[config.mk]
export PLATFORM = sky130hd
export DESIGN_NAME = button_debounce_event_fifo_top
export DESIGN_NICKNAME = d
export VERILOG_FILES = /design/src/hdl/bdef_pkg.sv /design/src/hdl/bdef_buttons.sv /design/src/hdl/bdef_ring.sv /design/src/hdl/button_debounce_event_fifo_top.sv
export SDC_FILE = /design/constraint.sdc
export NUM_CORES = 1
export LEC_CHECK = 0
export ABC_AREA = 1
export BUFFER_PORTS_ARGS = -buffer_cell sky130_fd_sc_hd__buf_2
export CORE_MARGIN = 2
export CORE_UTILIZATION = 55
export DETAILED_ROUTE_END_ITERATION = 10
export GPL_TIMING_DRIVEN = 1
export HOLD_SLACK_MARGIN = 0.06
export MAX_ROUTING_LAYER = met4
export PLACE_DENSITY = 0.78
export SYNTH_ARGS = -nofsm -noshare
export SYNTH_HDL_FRONTEND = slang
export SYNTH_SLANG_ARGS = --single-unit
[constraint.sdc]
create_clock -name clk_i -period 6.1 [get_ports clk_i]
set_clock_uncertainty 0.15 [all_clocks]
set_input_delay 0.915 -clock clk_i [delete_from_list [all_inputs] [get_ports clk_i]]
set_output_delay 0.915 -clock clk_i [all_outputs]
set_load 0.05 [all_outputs]
[src/hdl/bdef_pkg.sv]
package bdef_pkg;

  localparam int unsigned BUTTON_COUNT = 5;
  localparam int unsigned RING_DEPTH   = 16;
  localparam int unsigned PTR_W        = $clog2(RING_DEPTH);
  localparam int unsigned PIN_W        = 5;
  localparam int unsigned EV_W         = 3;
  localparam int unsigned COUNT_W      = 4;
  localparam int unsigned MASK_W       = 5;

  typedef enum logic [1:0] {
    OP_SAMPLE = 2'd0,
    OP_TICK   = 2'd1,
    OP_READ   = 2'd2,
    OP_NOP    = 2'd3
  } opcode_e;

  // one item entering the update logic
  typedef struct packed {
    logic             en;
    opcode_e          op;
    logic [PIN_W-1:0] pins;
  } step_t;

  // ring side of the result
  typedef struct packed {
    logic [EV_W-1:0]    ev;
    logic               ev_valid;
    logic [COUNT_W-1:0] count;
  } ring_res_t;

endpackage

[src/hdl/bdef_buttons.sv]
module bdef_buttons (
  input  logic                                 clk_i,
  input  logic                                 rst_ni,
  input  bdef_pkg::step_t                      step_i,
  output logic [bdef_pkg::BUTTON_COUNT-1:0]    push_o,
  output logic [bdef_pkg::MASK_W-1:0]          mask_d_o
);
  import bdef_pkg::*;

  typedef enum logic [1:0] {
    PH_RELEASED = 2'd0,
    PH_PRESSED  = 2'd1,
    PH_DOWN     = 2'd2,
    PH_UP       = 2'd3
  } phase_e;

  phase_e                  phase_q [BUTTON_COUNT];
  phase_e                  phase_d [BUTTON_COUNT];
  logic [BUTTON_COUNT-1:0] armed_q, armed_d;
  logic [BUTTON_COUNT-1:0] last_q, last_d;
  logic [BUTTON_COUNT-1:0] pin;

  // pins past the field read high
  always_comb begin
    for (int i = 0; i < BUTTON_COUNT; i++) begin
      if (i < PIN_W) begin
        pin[i] = step_i.pins[i % PIN_W];
      end else begin
        pin[i] = 1'b1;
      end
    end
  end

  always_comb begin
    for (int i = 0; i < BUTTON_COUNT; i++) begin
      phase_d[i] = phase_q[i];
      armed_d[i] = armed_q[i];
      last_d[i]  = last_q[i];
      push_o[i]  = 1'b0;
      if (step_i.en) begin
        unique case (step_i.op)
          OP_SAMPLE: begin
            if (last_q[i] && !pin[i] && !armed_q[i]) begin
              phase_d[i] = PH_DOWN;
              armed_d[i] = 1'b1;
            end
            last_d[i] = pin[i];
          end
          OP_TICK: begin
            if (armed_q[i]) begin
              unique case (phase_q[i])
                PH_DOWN: begin
                  if (!pin[i]) begin
                    push_o[i]  = 1'b1;
                    phase_d[i] = PH_PRESSED;
                  end else begin
                    phase_d[i] = PH_UP;
                    armed_d[i] = 1'b0;
                  end
                end
                PH_PRESSED: begin
                  if (pin[i]) phase_d[i] = PH_UP;
                end
                PH_UP: begin
                  if (pin[i]) begin
                    phase_d[i] = PH_RELEASED;
                    armed_d[i] = 1'b0;
                  end
                end
                PH_RELEASED: ;
              endcase
            end
          end
          OP_READ, OP_NOP: ;
        endcase
      end
    end
  end

  always_comb begin
    mask_d_o = '0;
    for (int i = 0; i < MASK_W; i++) begin
      if (i < BUTTON_COUNT) begin
        mask_d_o[i] = (phase_d[i % BUTTON_COUNT] == PH_PRESSED);
      end
    end
  end

  always_ff @(posedge clk_i or negedge rst_ni) begin
    if (!rst_ni) begin
      for (int i = 0; i < BUTTON_COUNT; i++) phase_q[i] <= PH_RELEASED;
      armed_q <= '0;
      last_q  <= '1;
    end else begin
      for (int i = 0; i < BUTTON_COUNT; i++) phase_q[i] <= phase_d[i];
      armed_q <= armed_d;
      last_q  <= last_d;
    end
  end

endmodule

[src/hdl/bdef_ring.sv]
module bdef_ring (
  input  logic                               clk_i,
  input  logic                               rst_ni,
  input  bdef_pkg::step_t                    step_i,
  input  logic [bdef_pkg::BUTTON_COUNT-1:0]  push_i,
  output bdef_pkg::ring_res_t                res_o
);
  import bdef_pkg::*;

  logic [EV_W-1:0]  store_q [RING_DEPTH];
  logic [EV_W-1:0]  store_d [RING_DEPTH];
  logic [PTR_W-1:0] wp_q, wp_d, rp_q, rp_d;
  logic [PTR_W:0]   diff;

  function automatic logic [PTR_W-1:0] inc(input logic [PTR_W-1:0] p);
    return (p == PTR_W'(RING_DEPTH - 1)) ? '0 : p + PTR_W'(1);
  endfunction

  // pushes go in ascending button order; a full ring drops its oldest word
  always_comb begin
    store_d      = store_q;
    wp_d         = wp_q;
    rp_d         = rp_q;
    res_o.ev       = '0;
    res_o.ev_valid = 1'b0;
    for (int i = 0; i < BUTTON_COUNT; i++) begin
      if (push_i[i]) begin
        store_d[wp_d] = EV_W'(i);
        wp_d          = inc(wp_d);
        if (wp_d == rp_d) rp_d = inc(rp_d);
      end
    end
    if (step_i.en && step_i.op == OP_READ && wp_q != rp_q) begin
      res_o.ev       = store_q[rp_q];
      res_o.ev_valid = 1'b1;
      rp_d           = inc(rp_q);
    end
    if (wp_d >= rp_d) begin
      diff = {1'b0, wp_d} - {1'b0, rp_d};
    end else begin
      diff = {1'b0, wp_d} + (PTR_W+1)'(RING_DEPTH) - {1'b0, rp_d};
    end
    res_o.count = COUNT_W'(diff);
  end

  always_ff @(posedge clk_i) begin
    store_q <= store_d;
  end

  always_ff @(posedge clk_i or negedge rst_ni) begin
    if (!rst_ni) begin
      wp_q <= '0;
      rp_q <= '0;
    end else begin
      wp_q <= wp_d;
      rp_q <= rp_d;
    end
  end

endmodule

[src/hdl/button_debounce_event_fifo_top.sv]
// channel | signals                                  | direction
// --------+------------------------------------------+----------
// in      | in_valid_i, in_ready_o, opcode_i,        | input
//         | pin_levels_i                             |
// out     | out_valid_o, out_ready_i, event_button_o,| output
//         | event_valid_o, queued_count_o,           |
//         | pressed_mask_o                           |
//
// One word in per cycle unless the result stalls, one result word per
// input word: input register, then the combinational button/ring update
// into the result register. All five button machines and every ring push
// of a tick settle in that one update. Reset clears button phases, tick
// arms and ring pointers and sets edge memory high at once; ring entries
// are not cleared and are never read before written. A stalled result
// holds the result and a full input register; in_ready_o drops only then.
module button_debounce_event_fifo_top (
  input  logic                         clk_i,
  input  logic                         rst_ni,
  input  logic                         in_valid_i,
  output logic                         in_ready_o,
  input  logic [1:0]                   opcode_i,
  input  logic [bdef_pkg::PIN_W-1:0]   pin_levels_i,
  output logic                         out_valid_o,
  input  logic                         out_ready_i,
  output logic [bdef_pkg::EV_W-1:0]    event_button_o,
  output logic                         event_valid_o,
  output logic [bdef_pkg::COUNT_W-1:0] queued_count_o,
  output logic [bdef_pkg::MASK_W-1:0]  pressed_mask_o
);
  import bdef_pkg::*;

  // input stage
  logic             in_valid_q;
  logic [1:0]       op_q;
  logic [PIN_W-1:0] pins_q;

  // result stage
  logic               out_valid_q;
  logic [EV_W-1:0]    ev_q;
  logic               ev_valid_q;
  logic [COUNT_W-1:0] count_q;
  logic [MASK_W-1:0]  mask_q;

  logic                    advance;
  step_t                   step;
  logic [BUTTON_COUNT-1:0] push;
  logic [MASK_W-1:0]       mask_d;
  ring_res_t               ring_res;

  // result slot free or draining this cycle
  assign advance    = !out_valid_q || out_ready_i;
  assign in_ready_o = !in_valid_q || advance;

  assign step.en   = in_valid_q && advance;
  assign step.op   = opcode_e'(op_q);
  assign step.pins = pins_q;

  bdef_buttons u_buttons (
    .clk_i    (clk_i),
    .rst_ni   (rst_ni),
    .step_i   (step),
    .push_o   (push),
    .mask_d_o (mask_d)
  );

  bdef_ring u_ring (
    .clk_i  (clk_i),
    .rst_ni (rst_ni),
    .step_i (step),
    .push_i (push),
    .res_o  (ring_res)
  );

  always_ff @(posedge clk_i or negedge rst_ni) begin
    if (!rst_ni) begin
      in_valid_q  <= 1'b0;
      out_valid_q <= 1'b0;
    end else begin
      if (in_ready_o) in_valid_q <= in_valid_i;
      if (advance) out_valid_q <= in_valid_q;
    end
  end

  // payload, no reset
  always_ff @(posedge clk_i) begin
    if (in_valid_i && in_ready_o) begin
      op_q   <= opcode_i;
      pins_q <= pin_levels_i;
    end
    if (step.en) begin
      ev_q       <= ring_res.ev;
      ev_valid_q <= ring_res.ev_valid;
      count_q    <= ring_res.count;
      mask_q     <= mask_d;
    end
  end

  assign out_valid_o    = out_valid_q;
  assign event_button_o = ev_q;
  assign event_valid_o  = ev_valid_q;
  assign queued_count_o = count_q;
  assign pressed_mask_o = mask_q;

endmodule

==> results.md <==
- Status: completed
- Crit path max-delay family: simple AND/OR/NAND/NOR gates
- Syn_area_per_cell: 6.408 µm²
- Vias in the first global route: 6661
- Drt pass-1 iters: 5
- Slowest cell delay on critical path: 0.45 ns
- Pwr Total: 4.029 mW
- Share of cells above drive strength 1: 0.1620
- Die Y: 119.9 µm
- First-iteration detailed-routing DRC count: 837
- Pre-CTS setup slack: -0.08918 ns
- Tightest Pin Transition: 0.8497 ns
- Commonest non-fill, non-tap cell in the layout: nand2_1
- # DRC: 0
- CP max FO: 6
- Drt wl/cell: 14.57 µm
- Initial antenna violation count: 0
- Port Buffers: 25
- # clock sinks: 98
- Worst setup margin: 0.3816 ns
- Final wirelength: 20200 µm
- Fin cells: 1386
- Most frequent cells in the layout: nand2_1, inv_1, nor2_1
- Setup CP Type: reg -> reg
- Die area: 14370 µm²
- Max_cap viols: 0
- Sequential-to-total area share from yosys stat: 0.3141
- Hold depth: 2
- Worst path required time: 6.07 ns
- CTS tree: built
- Initial Utilization: 0.5597
- Antenna Cells: 0
- Final Hold Viols: 0
- Arrival time worst endpoint: 5.69 ns
- Num CTS Buffers: 9
- Buf/Inv on CP: 6
- CP Capture Type: flip-flop
- Peak VDD IR: 0.3272 mV
- Setup TNS: 0 ns
- Hold WC Path Type: reg -> reg
- Top cell by count, worst path: nand2_1
- Synth warn: 0
- # setup viols final: 0
- Largest net degree at the start of global routing: 31
- Leak: 4.361 nW
- Fmax: 174.9 MHz
- Nets: 1242
- # hold bufs at CTS: 0
- Global route total overflow: 0
- Row cnt: 42
- GP Congestion: 0.9995
- Synth Register Bits: 98
- Root buffer selected by CTS: clkbuf_16
- DR vias/cell: 5.454
- DP Area: 7860 µm²
- Power Density: 487.0 nW/µm²
- Max-slew violation count: 0
- Core region area: 13190 µm²
- Area Growth Syn to Fin: 12.07%
- Tcrit/Tclk final: 0.9374
- Syn Nets: 1189
- Die Width: 119.9 µm
- Boundary pin count: 26
- H-tree depth: 3
- Design area: 8273 µm²
- DP HPWL: 15630 µm
- Max-Slew Margin vs Limit: 0.4283
- First-pass GRT wire length: 32410 µm
- Placed insts: 1363
- Yosys cell types: 49
- Fillers: 1231
- Final min period: 5.718 ns
- Vias: 7559
- Synth Instances: 1152
- Critical Path Stages: 45
- Slowest cell on the critical path: dfrtp_2
- Bufs on Longest Clock Path: 2
- CTS clock-pin slew for the worst setup and hold paths: 0.07 ns
- Post-DRT Antenna Nets: 0
- Worst Setup Start Kind: flip-flop
- Total track usage: 0.2957
- Post-Syn Area: 7382 µm²
- Clock latency on the worst-skew pair: 0.36 ns
- Register-to-Register Path Depth: 45
## layout make-up
cell class	instances	area [µm²]	area share
Clock buffer	12	256.5	0.03100
Tap cell	176	220.2	0.02662
Inverter	177	664.4	0.08031
Multi-Input combinational cell	859	4390	0.5307
Clock inverter	4	25.02	0.003025
Timing Repair Buffer	60	395.4	0.04779
Sequential cell	98	2321	0.2806
## synth_stat cells, drive strengths merged
cell	instances	share of area
buf	6	0.0044
o41ai	2	0.0024
ha	25	0.042
and3	1	0.00085
clkinv	1	0.00051
a221oi	1	0.0012
nand4	27	0.025
o22ai	11	0.0093
xnor2	3	0.0036
nor4	1	0.00085
nand3b	2	0.0020
a32o	3	0.0041
inv	176	0.089
nand2	430	0.23
xor2	2	0.0024
o21bai	2	0.0020
a211oi	1	0.0010
o21a	1	0.0010
dfxtp	48	0.13
and2	1	0.00085
o211ai	5	0.0051
nand3	106	0.084
a22oi	2	0.0020
o21ai	72	0.054
dfrtp	25	0.085
a31oi	4	0.0034
dfstp	5	0.018
nor3	6	0.0047
o221ai	1	0.0012
a21oi	20	0.016
edfxtp	20	0.081
nor2	129	0.079
clkbuf	12	0.0061
fa	1	0.0027
## worst reg2reg max path: cells and delay by family (launching register included)
family / cells / cell delay (ns)
DFF: 1 / 0.45
AOI/OAI and AO/OA: 3 / 0.51
adders and majority gates: 3 / 0.68
xor gates and xnor gates: 1 / 0.23
buffers and inverters: 6 / 0.44
and+or+nand+nor: 32 / 3.02
## kinds of logic after synthesis
logic type,synth area share
AND/OR/NAND/NOR,0.4322
adder cells (fa/ha/maj),0.04508
AO/OA/AOI/OAI,0.1022
flip-flops,0.3141
XOR/XNOR,0.005933
buffers and inverters,0.1005
## power by group
group | internal (mW) | leakage, nW | switching, mW
combinational | 0.811 | 3.29 | 1.65
sequential | 0.862 | 0.936 | 0.158
clock | 0.299 | 0.139 | 0.245
## per-stage QoR
stage	util	hold WS, ns
6_report	0.6272	0.3228
5_1_grt	0.6272	0.3565
4_1_cts	0.6172	0.3210
3_5_place_dp	0.5959	0.3120
3_3_place_gp	0.5959	0.3129
2_1_floorplan	-	0.2929
## what timing repair did
item,4_1_cts,5_1_grt
endpoints found under the setup margin,0,3
resized for setup,0,22
setup buffers,0,7
## layer usage
metal / up-vias / wire length [µm] / global-route usage
li1: 3766 / - / -
met1: 3413 / 8874 / 0.4016
met2: 332 / 8806 / 0.4346
met3: 48 / 1890 / 0.05846
met4: 0 / 626 / 0.1176
met5: - / 0 / -
## state kept, by name, indices dropped and copies added, names as in the netlist
name               count
u_ring.store_q        48
u_buttons.phase_q     10
pins_q                 5
pressed_mask_o         5
u_buttons.armed_q      5
u_buttons.last_q       5
queued_count_o         4
u_ring.rp_q            4
u_ring.wp_q            4
event_button_o         3
op_q                   2
event_valid_o          1
in_valid_q             1
out_valid_o            1
## final timing paths
path	startpoint	end	slack [ns]
worst max-delay path	u_ring.wp_q[0]	queued_count_o[3]	0.38
worst min-delay path	u_ring.store_q[44]	u_ring.store_q[44]	0.32
worst max register to register	u_ring.wp_q[0]	queued_count_o[3]	0.38
worst min register to register	u_ring.store_q[44]	u_ring.store_q[44]	0.32
max in group asynchronous	rst_ni	u_ring.wp_q[0]	4.87
min in group asynchronous	rst_ni	u_buttons.armed_q[3]	0.44
No activity file was read; power rests on OpenSTA's default activity.
